**src/rtl/cvsd_pkg.sv**
```systemverilog
package cvsd_pkg;

  // Step register width
  localparam int unsigned STEP_W = 24;

  // Saturation limit of the step register
  localparam logic [STEP_W-1:0] STEP_MAX = {STEP_W{1'b1}};

  // Width of the integrator sum before saturation
  localparam int unsigned SUM_W = STEP_W + 3;

  // Serial multiplier length (bits of the coefficient)
  localparam int unsigned MUL_STEPS = 16;

  // Bits per code byte
  localparam logic [3:0] BITS_PER_BYTE = 4'd8;

  // Output limits
  localparam logic signed [15:0] SAMPLE_MAX = 16'sh7fff;
  localparam logic signed [15:0] SAMPLE_MIN = -16'sh8000;

  // Register indexes
  localparam logic [2:0] REG_SYLLABIC_DECAY = 3'd0;
  localparam logic [2:0] REG_STEP_BOOST     = 3'd1;
  localparam logic [2:0] REG_STEP_FLOOR     = 3'd2;
  localparam logic [2:0] REG_INTEG_GAIN_ONE = 3'd3;
  localparam logic [2:0] REG_INTEG_GAIN_TWO = 3'd4;
  localparam logic [2:0] REG_STEP_GAIN      = 3'd5;

  // Register reset values
  localparam logic [14:0] RST_SYLLABIC_DECAY = 15'd32604;
  localparam logic [14:0] RST_STEP_BOOST     = 15'd1280;
  localparam logic [14:0] RST_STEP_FLOOR     = 15'd10;
  localparam logic [15:0] RST_INTEG_GAIN_ONE = 16'd63242;
  localparam logic [15:0] RST_INTEG_GAIN_TWO = 16'd30802;
  localparam logic [15:0] RST_STEP_GAIN      = 16'd32767;

endpackage

```
**src/rtl/cvsd_decoder_top.sv**
```systemverilog
// CVSD decoder with syllabic companding. A code byte is accepted only while
// the decoder is idle; it yields one signed 16-bit sample per requested bit
// (bit 7 first), with last_of_byte set on the final one. Each code bit runs
// through ST_MUL_A, in which three bit-serial multipliers decay the step and
// scale both integrator taps, ST_MUL_B, in which the step multiplier is
// reused for the step gain, and ST_FINISH, which saturates the sample and
// hands it to the output register, waiting while that register holds a
// sample on a stalled output. One sample can sit in the output register
// while the next is being computed. A byte with valid_bits of zero is taken
// and produces nothing; values above eight count as eight. Configuration
// writes are always ready and must be issued while no byte is in progress.
module cvsd_decoder_top (
  input  logic               clk_i,
  input  logic               rst_ni,
  // code byte channel
  input  logic               in_valid_i,
  output logic               in_stall_o,
  input  logic [7:0]         code_byte_i,
  input  logic [3:0]         valid_bits_i,
  // sample channel
  output logic               out_valid_o,
  input  logic               out_stall_i,
  output logic signed [15:0] sample_o,
  output logic               last_of_byte_o,
  // configuration write channel
  input  logic               cfg_valid_i,
  output logic               cfg_ready_o,
  input  logic [2:0]         cfg_index_i,
  input  logic [15:0]        cfg_data_i
);

  localparam int unsigned SW = cvsd_pkg::STEP_W;
  localparam int unsigned NW = cvsd_pkg::SUM_W;
  localparam logic [3:0] LAST_CNT = 4'(cvsd_pkg::MUL_STEPS - 1);

  typedef enum logic [1:0] {
    ST_IDLE,
    ST_MUL_A,
    ST_MUL_B,
    ST_FINISH
  } state_e;

  // Configuration registers
  logic [14:0] decay_q, boost_q, floor_q;
  logic [15:0] gain1_q, gain2_q, sgain_q;

  assign cfg_ready_o = 1'b1;

  always_ff @(posedge clk_i or negedge rst_ni) begin
    if (!rst_ni) begin
      decay_q <= cvsd_pkg::RST_SYLLABIC_DECAY;
      boost_q <= cvsd_pkg::RST_STEP_BOOST;
      floor_q <= cvsd_pkg::RST_STEP_FLOOR;
      gain1_q <= cvsd_pkg::RST_INTEG_GAIN_ONE;
      gain2_q <= cvsd_pkg::RST_INTEG_GAIN_TWO;
      sgain_q <= cvsd_pkg::RST_STEP_GAIN;
    end else if (cfg_valid_i) begin
      unique case (cfg_index_i)
        cvsd_pkg::REG_SYLLABIC_DECAY: decay_q <= cfg_data_i[14:0];
        cvsd_pkg::REG_STEP_BOOST:     boost_q <= cfg_data_i[14:0];
        cvsd_pkg::REG_STEP_FLOOR:     floor_q <= cfg_data_i[14:0];
        cvsd_pkg::REG_INTEG_GAIN_ONE: gain1_q <= cfg_data_i;
        cvsd_pkg::REG_INTEG_GAIN_TWO: gain2_q <= cfg_data_i;
        cvsd_pkg::REG_STEP_GAIN:      sgain_q <= cfg_data_i;
        default: ;
      endcase
    end
  end

  // Sequencer and datapath registers
  state_e              state_q, state_d;
  logic [3:0]          cnt_q, cnt_d;
  logic [3:0]          rem_q, rem_d;
  logic [7:0]          code_q, code_d;
  logic [SW-1:0]       step_q, step_d;
  // bit history: seen flag and bit value, two deep
  logic                hv1_q, hv1_d, hv2_q, hv2_d;
  logic                hb1_q, hb1_d, hb2_q, hb2_d;
  logic signed [15:0]  oh1_q, oh1_d, oh2_q, oh2_d;
  // serial multipliers: coefficient shift registers and running high parts
  logic [15:0]         mr_s_q, mr_s_d, mr_a_q, mr_a_d, mr_b_q, mr_b_d;
  logic [SW-1:0]       hs_q, hs_d;
  logic signed [15:0]  ha_q, ha_d, hb_q, hb_d;
  // scaled terms
  logic signed [16:0]  a_q, a_d, b_q, b_d;
  logic [SW:0]         c_q, c_d;
  // output register
  logic                out_valid_q, out_valid_d, last_q, last_d;
  logic signed [15:0]  sample_q, sample_d;

  logic                cur;
  logic                agree;
  logic [SW:0]         s_sum;
  logic signed [16:0]  a_sum, b_sum;
  logic [SW+1:0]       nstep;
  logic [SW-1:0]       step_sat;
  logic [14:0]         inc;
  logic signed [NW-1:0] c_ext, sum;
  logic signed [15:0]  res;
  logic                out_free;
  logic [3:0]          in_cnt;

  assign cur = code_q[7];
  assign agree = hv1_q & hv2_q & (hb1_q == cur) & (hb2_q == cur);
  assign inc = agree ? boost_q : floor_q;

  // one coefficient bit per cycle on each multiplier
  assign s_sum = {1'b0, hs_q} + (mr_s_q[0] ? {1'b0, step_q} : '0);
  assign a_sum = {ha_q[15], ha_q} + (mr_a_q[0] ? {oh1_q[15], oh1_q} : 17'sd0);
  assign b_sum = {hb_q[15], hb_q} + (mr_b_q[0] ? {oh2_q[15], oh2_q} : 17'sd0);

  // decayed step plus increment, saturated
  assign nstep = {1'b0, s_sum} + (SW+2)'(inc);
  assign step_sat = (nstep > (SW+2)'(cvsd_pkg::STEP_MAX)) ? cvsd_pkg::STEP_MAX
                                                          : nstep[SW-1:0];

  // integrator sum and output saturation
  assign c_ext = signed'({2'b00, c_q});
  assign sum = NW'(a_q) - NW'(b_q) + (cur ? c_ext : -c_ext);
  always_comb begin
    if (sum >= NW'(cvsd_pkg::SAMPLE_MAX)) begin
      res = cvsd_pkg::SAMPLE_MAX;
    end else if (sum <= NW'(cvsd_pkg::SAMPLE_MIN)) begin
      res = cvsd_pkg::SAMPLE_MIN;
    end else begin
      res = sum[15:0];
    end
  end

  assign in_cnt = (valid_bits_i > cvsd_pkg::BITS_PER_BYTE) ? cvsd_pkg::BITS_PER_BYTE
                                                           : valid_bits_i;
  assign out_free = !out_valid_q || !out_stall_i;

  always_comb begin
    state_d     = state_q;
    cnt_d       = cnt_q;
    rem_d       = rem_q;
    code_d      = code_q;
    step_d      = step_q;
    hv1_d       = hv1_q;
    hv2_d       = hv2_q;
    hb1_d       = hb1_q;
    hb2_d       = hb2_q;
    oh1_d       = oh1_q;
    oh2_d       = oh2_q;
    mr_s_d      = mr_s_q;
    mr_a_d      = mr_a_q;
    mr_b_d      = mr_b_q;
    hs_d        = hs_q;
    ha_d        = ha_q;
    hb_d        = hb_q;
    a_d         = a_q;
    b_d         = b_q;
    c_d         = c_q;
    out_valid_d = out_valid_q;
    last_d      = last_q;
    sample_d    = sample_q;

    // output transfer frees the register
    if (out_valid_q && !out_stall_i) begin
      out_valid_d = 1'b0;
    end

    unique case (state_q)
      ST_IDLE: begin
        if (in_valid_i && (in_cnt != 4'd0)) begin
          code_d  = code_byte_i;
          rem_d   = in_cnt;
          state_d = ST_MUL_A;
        end
      end
      // decay product and both integrator taps
      ST_MUL_A: begin
        mr_s_d = mr_s_q >> 1;
        mr_a_d = mr_a_q >> 1;
        mr_b_d = mr_b_q >> 1;
        hs_d   = s_sum[SW:1];
        ha_d   = a_sum[16:1];
        hb_d   = b_sum[16:1];
        cnt_d  = cnt_q + 4'd1;
        if (cnt_q == LAST_CNT) begin
          step_d  = step_sat;
          a_d     = a_sum;
          b_d     = b_sum;
          mr_s_d  = sgain_q;
          hs_d    = '0;
          state_d = ST_MUL_B;
        end
      end
      // step gain on the new step
      ST_MUL_B: begin
        mr_s_d = mr_s_q >> 1;
        hs_d   = s_sum[SW:1];
        cnt_d  = cnt_q + 4'd1;
        if (cnt_q == LAST_CNT) begin
          c_d     = s_sum;
          state_d = ST_FINISH;
        end
      end
      ST_FINISH: begin
        if (out_free) begin
          out_valid_d = 1'b1;
          sample_d    = res;
          last_d      = (rem_q == 4'd1);
          hv2_d       = hv1_q;
          hb2_d       = hb1_q;
          hv1_d       = 1'b1;
          hb1_d       = cur;
          oh2_d       = oh1_q;
          oh1_d       = res;
          code_d      = {code_q[6:0], 1'b0};
          rem_d       = rem_q - 4'd1;
          state_d     = (rem_q == 4'd1) ? ST_IDLE : ST_MUL_A;
        end
      end
      default: state_d = ST_IDLE;
    endcase

    // multiplier load at the start of every code bit
    if ((state_q != ST_MUL_A) && (state_d == ST_MUL_A)) begin
      mr_s_d = {1'b0, decay_q};
      mr_a_d = gain1_q;
      mr_b_d = gain2_q;
      hs_d   = '0;
      ha_d   = '0;
      hb_d   = '0;
      cnt_d  = '0;
    end
  end

  always_ff @(posedge clk_i or negedge rst_ni) begin
    if (!rst_ni) begin
      state_q     <= ST_IDLE;
      cnt_q       <= '0;
      rem_q       <= '0;
      code_q      <= '0;
      step_q      <= '0;
      hv1_q       <= 1'b0;
      hv2_q       <= 1'b0;
      hb1_q       <= 1'b0;
      hb2_q       <= 1'b0;
      oh1_q       <= '0;
      oh2_q       <= '0;
      mr_s_q      <= '0;
      mr_a_q      <= '0;
      mr_b_q      <= '0;
      hs_q        <= '0;
      ha_q        <= '0;
      hb_q        <= '0;
      a_q         <= '0;
      b_q         <= '0;
      c_q         <= '0;
      out_valid_q <= 1'b0;
      last_q      <= 1'b0;
      sample_q    <= '0;
    end else begin
      state_q     <= state_d;
      cnt_q       <= cnt_d;
      rem_q       <= rem_d;
      code_q      <= code_d;
      step_q      <= step_d;
      hv1_q       <= hv1_d;
      hv2_q       <= hv2_d;
      hb1_q       <= hb1_d;
      hb2_q       <= hb2_d;
      oh1_q       <= oh1_d;
      oh2_q       <= oh2_d;
      mr_s_q      <= mr_s_d;
      mr_a_q      <= mr_a_d;
      mr_b_q      <= mr_b_d;
      hs_q        <= hs_d;
      ha_q        <= ha_d;
      hb_q        <= hb_d;
      a_q         <= a_d;
      b_q         <= b_d;
      c_q         <= c_d;
      out_valid_q <= out_valid_d;
      last_q      <= last_d;
      sample_q    <= sample_d;
    end
  end

  assign in_stall_o     = (state_q != ST_IDLE);
  assign out_valid_o    = out_valid_q;
  assign sample_o       = sample_q;
  assign last_of_byte_o = last_q;

`ifndef SYNTH
  // a byte in progress always has bits left
  a_rem_nonzero: assert property (@(posedge clk_i) disable iff (!rst_ni)
    (state_q != ST_IDLE) |-> (rem_q != 4'd0))
    else $error("busy with no bits remaining");

  // the last sample of a byte returns the decoder to idle
  a_last_idle: assert property (@(posedge clk_i) disable iff (!rst_ni)
    (state_q == ST_FINISH && out_free && rem_q == 4'd1) |=> (state_q == ST_IDLE))
    else $error("decoder not idle after last sample");

  // the step gain multiply starts from its first coefficient bit
  a_mul_b_start: assert property (@(posedge clk_i) disable iff (!rst_ni)
    (state_q == ST_MUL_B && $past(state_q) == ST_MUL_A) |-> (cnt_q == 4'd0))
    else $error("step gain multiply misaligned");

  // a new sample is loaded only into a free output register
  a_no_overwrite: assert property (@(posedge clk_i) disable iff (!rst_ni)
    (out_valid_q && out_stall_i && state_q == ST_FINISH) |=> (state_q == ST_FINISH))
    else $error("sample written over a pending one");
`endif

endmodule
```
**config.mk**
```make
export PLATFORM = sky130hd
export DESIGN_NAME = cvsd_decoder_top
export DESIGN_NICKNAME = d
export VERILOG_FILES = /design/src/rtl/cvsd_pkg.sv /design/src/rtl/cvsd_decoder_top.sv
export SDC_FILE = /design/constraint.sdc
export NUM_CORES = 1
export LEC_CHECK = 0
export BUFFER_PORTS_ARGS = -buffer_cell sky130_fd_sc_hd__buf_2
export CORE_MARGIN = 5
export CORE_UTILIZATION = 55
export CTS_CLUSTER_SIZE = 16
export DETAILED_ROUTE_END_ITERATION = 6
export GPL_ROUTABILITY_DRIVEN = 0
export PLACE_DENSITY_LB_ADDON = 0.3
export SLEW_MARGIN = 20
export SYNTH_ARGS = -nofsm -noshare
export SYNTH_HDL_FRONTEND = slang
export SYNTH_SLANG_ARGS = --single-unit
```
**constraint.sdc**
```tcl
create_clock -name clk_i -period 5.3 [get_ports clk_i]
set_input_delay 1.59 -clock clk_i [delete_from_list [all_inputs] [get_ports clk_i]]
set_output_delay 1.59 -clock clk_i [all_outputs]
set_load 0.02 [all_outputs]
```
==> results.py, run 1 <==
metrics = {
    "outcome": {
        "outcome": "complete, no violations",
    },
    "yosys": {
        "synth_top_area_share_pct": 36.00,
        "synthAdderAreaFrac_pct": 9.610,
        "ys_seq_area_share_pct": 42.00,
        "yosysMostFrequentCell": "dfrtp_1",
        "synth-simple-area-share_pct": 14.45,
        "synth_compound_area_share_pct": 14.53,
        "ys_ff_latch": 336,
        "muxShareOfSynthArea_pct": 10.40,
        "avgSynthCellArea_sq_um": 9.827,
        "syn_inst": 2051,
        "synthTopCellsByArea": "dfrtp_1 (36%), mux2_2 (6.9%), ha_1 (6.6%)",
        "synthesis.area_sq_um": 20160,
        "ys_warn_count": 0,
        "yosys-top-cells-count": "dfrtp_1 (290), nand2_1 (271), o21ai_0 (147)",
        "ys_types": 85,
        "synth_nets": 2223,
        "synth_xor_area_share_pct": 5.388,
        "synth_top_family_by_area": "compound AO/OA/AOI/OAI gates",
        "ys.flop_type": "dfrtp_1",
        "synth-edff-count": 0,
        "ys_async_sr_fraction_pct": 100.0,
        "yosys.area.top_type": "dfrtp_1",
    },
    "global_route": {
        "antenna_found_initial": 1,
        "top_usage_layer": "met2",
        "grt_use_met3_pct": 3.836,
        "grt_pass1_vias": 15520,
        "grt_max_degree": 122,
        "gr-usage-met2_pct": 40.23,
        "grt_pass1_wl_um": 79060,
        "grt_usage_pct": 23.40,
        "globalRoute.totalOverflow": 0,
        "grt_use_met1_pct": 30.64,
    },
    "route": {
        "dr.pass1.iters": 7,
        "drt_iter0_drc": 950,
        "drcViolationCount": 0,
        "viasPerCell": 5.888,
        "via_count": 15330,
        "wl_um": 47840,
        "wl_per_cell_um": 18.37,
        "ant_nets": 0,
    },
    "sta": {
        "slew_violations": 0,
        "finalHoldViolCount": 0,
        "whs_ns": 0.4689,
        "tns_ns": 0,
        "max_freq_mhz": 197.3,
        "fin_skew_ns": 0.02322,
        "setup_violations": 0,
        "tightest_slew_ns": 1.091,
        "worst_slack_ns": 0.2323,
        "period_share_pct": 95.62,
        "min_period_ns": 5.068,
        "relSlewSlack_pct": 27.29,
    },
    "setup_path": {
        "end_kind": "register",
        "crit_fanout": 7,
        "r2r_start": "c_q[2]",
        "cp-start-kind": "register",
        "critPathLaunch": "c_q[2]",
        "required_ns": 5.69,
        "critical_path_class": "reg -> reg",
        "worstPathArrival_ns": 5.46,
    },
    "die": {
        "rows": 70,
        "die-area_sq_um": 40570,
        "ioPinCount": 56,
        "fp.dieH_um": 201.4,
        "core_region_area_sq_um": 36430,
        "die_width_um": 201.4,
        "initial_utilization_pct": 55.32,
    },
    "pwr": {
        "vdd_drop_max_mv": 0.3791,
        "p_leak_nw": 10.74,
        "pwr_density_cell_nw_per_um2": 502.4,
    },
    "placement": {
        "hpwl_um": 33650,
        "dp_slack_ns": -0.1666,
        "io_buffers": 54,
    },
    "job": {
        "maxCapViolations": 0,
    },
    "cells_and_area": {
        "syn2layout_area_growth_pct": 11.96,
        "drive_above_1_share_pct": 17.47,
        "final_nets": 2278,
    },
    "hold_path": {
        "holdCritPathClass": "reg -> reg",
        "hp-start": "oh2_q[0]",
    },
    "cts": {
        "clk_pin_slew_ns": 0.06,
        "cts-buffers-inserted": 38,
        "worstSkewPairLatency_ns": 0.56,
        "cts_tree": "done",
        "cts_root_buf": "clkbuf_16",
        "hold_buffers": 0,
        "htree_levels": 2,
        "cts_max_path_buffers": 3,
        "clock-sinks": 336,
    },
}
[power breakdown]
group | internal [mW] | switching, mW
clock network | 1.74 | 1.11
registers | 3.09 | 0.397
logic | 2.15 | 2.85
total | 6.99 | 4.35
[repair_timing]
action | in CTS | in global routing
setup buffers | 0 | 1
gates resized for setup | 1 | 9
cloned | 0 | 1
pin swaps | 0 | 2
setup endpoints to repair | 15 | 16
[state kept, by name, summed over array words and instances (netlist names), 16 cells and up]
signal,count
c_q,25
hs_q,24
step_q,24
a_q,17
b_q,17
gain1_q,16
gain2_q,16
ha_q,16
hb_q,16
mr_a_q,16
mr_b_q,16
mr_s_q,16
oh2_q,16
sample_o,16
sgain_q,16
[worst max-delay path, cell delays in order, from the launching register on]
cell and delay, ns:
dfrtp_1 0.41, nor2_1 0.18, nand4b_1 0.18, nor4_2 0.30, a21oi_1 0.13, xnor2_1 0.34, fa_1 0.48, inv_1 0.07
ha_1 0.30, a21o_1 0.20, a21oi_1 0.23, o21ai_0 0.15, nand3_1 0.12, o2111ai_2 0.20, a31o_2 0.30, a21oi_1 0.18
xnor2_1 0.15, or3_1 0.45, and4bb_2 0.43, o32ai_1 0.11
[cells by family (layout without fill, tap and decap cells)]
family / count (synthesis) / after routing
AND/OR/NAND/NOR: 619 / 620
AO/OA/AOI/OAI: 458 / 458
flip-flops: 336 / 336
multiplexers: 194 / 194
buffers and inverters: 187 / 270
adder cells (fa/ha/maj): 137 / 137
XOR/XNOR: 119 / 119
other: 1 / 2
[stage by stage]
step | std cells | instance area [sq um] | util, % | total power, mW
after floorplan | 2051 | 20160 | - | 7.031
after global placement | 2530 | 21080 | 57.86 | 8.120
after detailed placement | 2530 | 21080 | 57.86 | 8.294
after CTS | 2599 | 22460 | 61.64 | 11.20
after global routing | 2603 | 22560 | 61.93 | 12.08
final | 2604 | 22570 | 61.93 | 11.34
[per-layer routing]
metal  share of wire (%)  vias to the layer above
met1                  43                     7522
met3                 4.9                      106
met5               0.027                        -
li1                    -                     7301
met4                 3.0                        2
met2                  49                      402
[path summary, 6_finish.rpt]
path	to	slack, ns	depth (start not counted)
worst max-delay path	sample_o[14]	0.23	19
worst min-delay path	oh2_q[0]	0.47	2
worst max register to register	sample_o[14]	0.23	19
worst min register to register	oh2_q[0]	0.47	2
max in group asynchronous	sgain_q[9]	3.04	2
min in group asynchronous	oh2_q[7]	1.09	1
[cells in the final DEF, fill, tap and decap left out, types with 13 or more instances in the layout]
master     count
o21ai_0      147
and2_1        60
a21oi_1      107
or3_1         13
o22a_1        23
a21o_1        50
buf_4         44
nand3_1       34
nand4_1       13
nor3_1        32
mux2i_1       70
xor2_1        47
xnor2_1       67
nor2_1       111
dfstp_2       46
clkbuf_16     38
nand2_1      271
mux2_2       124
dfrtp_1      290
buf_2         53
ha_1         104
a22o_1        18
inv_1         99
fa_1          30
o32ai_1       18
[area by class of cell]
class	instances	area, sq um
clock inverter	18	292.8
clock buffer	51	1080
fill	2962	13870
multi-input combinational	1529	11090
antenna	1	2.502
timing repair buffer	102	675.6
tap	468	585.6
sequential	336	8466
inverter	99	371.6
Power figures use the tool's default switching activity.
==> run 2: changes to the inputs <==
==> constraint.sdc (replaced) <==
create_clock -name clk_i -period 5.9 [get_ports clk_i]
set_input_delay 1.77 -clock clk_i [delete_from_list [all_inputs] [get_ports clk_i]]
set_output_delay 1.77 -clock clk_i [all_outputs]
set_load 0.02 [all_outputs]
==> results.py, run 2 (synthesis results as in run 1) <==
metrics = {
    "outcome": {
        "outcome": "complete, no violations",
    },
    "setup_path": {
        "crit_fanout": 15,
        "worstPathArrival_ns": 5.78,
        "end_kind": "register",
        "critical_path_class": "reg -> reg",
        "slowest_stage": "and4bb_2",
        "required_ns": 6.29,
        "cp_slowest_stage_delay_ns": 0.53,
        "crit_chain": "nor2_1 -> nand4b_1 -> nor4_1 -> nand3b_1 -> nor2_1 -> a21oi_1 -> xnor2_1 -> fa_1 -> ha_1 -> inv_1 -> o21ai_0 -> and2_1 -> a311oi_1 -> a21bo_1 -> xor2_1 -> or3_1 -> or3_1 -> and4bb_2 -> o32ai_1",
        "cp-start-kind": "register",
    },
    "route": {
        "wl_um": 46610,
        "ant_nets": 0,
        "via_count": 15200,
        "drt_iter0_drc": 853,
        "viasPerCell": 5.876,
        "drcViolationCount": 0,
        "dr.pass1.iters": 5,
        "wl_per_cell_um": 18.02,
    },
    "cells_and_area": {
        "final_nets": 2261,
        "largest_register_ffs": 25,
        "reg_top3": "c_q: 25 flops, hs_q: 24 flops, step_q: 24 flops",
        "drive_above_1_share_pct": 16.38,
        "stdcell_area_sq_um": 22350,
        "final_cell_mix": "dfrtp_1 (290), nand2_1 (271), o21ai_0 (147)",
        "top_register": "c_q",
        "mostFrequentLayoutCell": "dfrtp_1",
        "post-route-util_pct": 61.35,
        "antenna_cells": 0,
        "syn2layout_area_growth_pct": 10.89,
    },
    "cts": {
        "clk_pin_slew_ns": 0.06,
        "postCtsSetupBuffers": 0,
        "clock-sinks": 336,
        "cts_tree": "done",
        "cts_root_buf": "clkbuf_16",
        "cts-buffers-inserted": 38,
        "cts_max_path_buffers": 3,
        "worstSkewPairLatency_ns": 0.54,
        "htree_levels": 2,
        "hold_buffers": 0,
    },
    "global_route": {
        "grt_usage_pct": 22.91,
        "grt_pass1_vias": 15430,
        "globalRoute.totalOverflow": 0,
        "grt_pass1_wl_um": 77610,
        "antenna_found_initial": 2,
        "grt_max_degree": 112,
    },
    "die": {
        "die_width_um": 201.4,
        "ioPinCount": 56,
        "rows": 70,
        "die-area_sq_um": 40570,
        "core_region_area_sq_um": 36430,
        "fp.dieH_um": 201.4,
        "initial_utilization_pct": 55.32,
    },
    "sta": {
        "slew_violations": 0,
        "tns_ns": 0,
        "period_share_pct": 91.38,
        "grt_setup_unrepaired": "false",
        "max_freq_mhz": 185.5,
        "fin_skew_ns": 0.01188,
        "relSlewSlack_pct": 27.64,
        "tightest_slew_ns": 1.085,
        "setup_violations": 0,
        "min_period_ns": 5.391,
        "finalHoldViolCount": 0,
    },
    "pwr": {
        "p_leak_nw": 10.64,
        "pwr_density_cell_nw_per_um2": 441.6,
        "vdd_drop_max_mv": 0.2966,
    },
    "hold_path": {
        "holdCritPathClass": "reg -> reg",
    },
    "placement": {
        "io_buffers": 54,
        "postPlaceCellArea_sq_um": 20990,
        "hpwl_um": 32950,
    },
    "job": {
        "maxCapViolations": 0,
    },
}
## run 2: worst max-delay path: cells and delay by family, from the launching register on
family / cells / cell delay [ns]
and+or+nand+nor: 9 / 2.75
DFF: 1 / 0.42
xor gates and xnor gates: 2 / 0.34
AOI/OAI and AO/OA: 5 / 0.81
adders and majority gates: 2 / 0.79
buffers and inverters: 1 / 0.12
## run 2: final cells by class
type	count	area, sq um
Sequential cell	336	8466
Clock buffer	57	1144
Multi-Input combinational cell	1528	11030
Timing Repair Buffer	86	565.5
Fill cell	3007	14080
Tap cell	468	585.6
Clock inverter	13	190.2
Inverter	99	371.6
## run 2: stage by stage
stage / setup slack, ns / cells / hold WS (ns) / total power, mW
final: 0.5087 / 2587 / 0.4733 / 9.871
after global routing: 0.01226 / 2587 / 0.4977 / 10.58
after floorplan: 1.064 / 2051 / 0.4380 / 6.316
after global placement: 0.6063 / 2515 / 0.4527 / 7.198
after CTS: 0.3169 / 2585 / 0.4705 / 9.887
after detailed placement: 0.3639 / 2515 / 0.4556 / 7.338
## run 2: routing by layer
layer / GRT usage (%) / routed length [um] / up-vias
met4: 6.982 / 1311 / 2
li1: - / - / 7268
met1: 29.85 / 20390 / 7498
met5: 0 / 13 / -
met2: 39.97 / 22920 / 337
met3: 3.207 / 1973 / 95
## run 2: where the power goes
| part | internal, mW | switching, mW |
|---|---|---|
| Combinational | 1.84 | 2.42 |
| Clock | 1.53 | 0.968 |
| Sequential | 2.78 | 0.341 |
## run 2: path summary, 6_finish.rpt
kind	end	depth (start not counted)	from	slack, ns
worst max register to register	sample_o[8]	19	c_q[2]	0.51
max in group asynchronous	mr_b_q[7]	2	rst_ni	3.58
min in group asynchronous	ha_q[2]	1	rst_ni	1.24
worst min register to register	oh2_q[7]	2	oh2_q[7]	0.47
worst max-delay path	sample_o[8]	19	c_q[2]	0.51
worst min-delay path	oh2_q[7]	2	oh2_q[7]	0.47
## run 2: what timing repair did
item                       in CTS  in global routing
setup endpoints to repair       0                 15
gates resized for setup         0                  1
hold endpoints to repair        0                  0
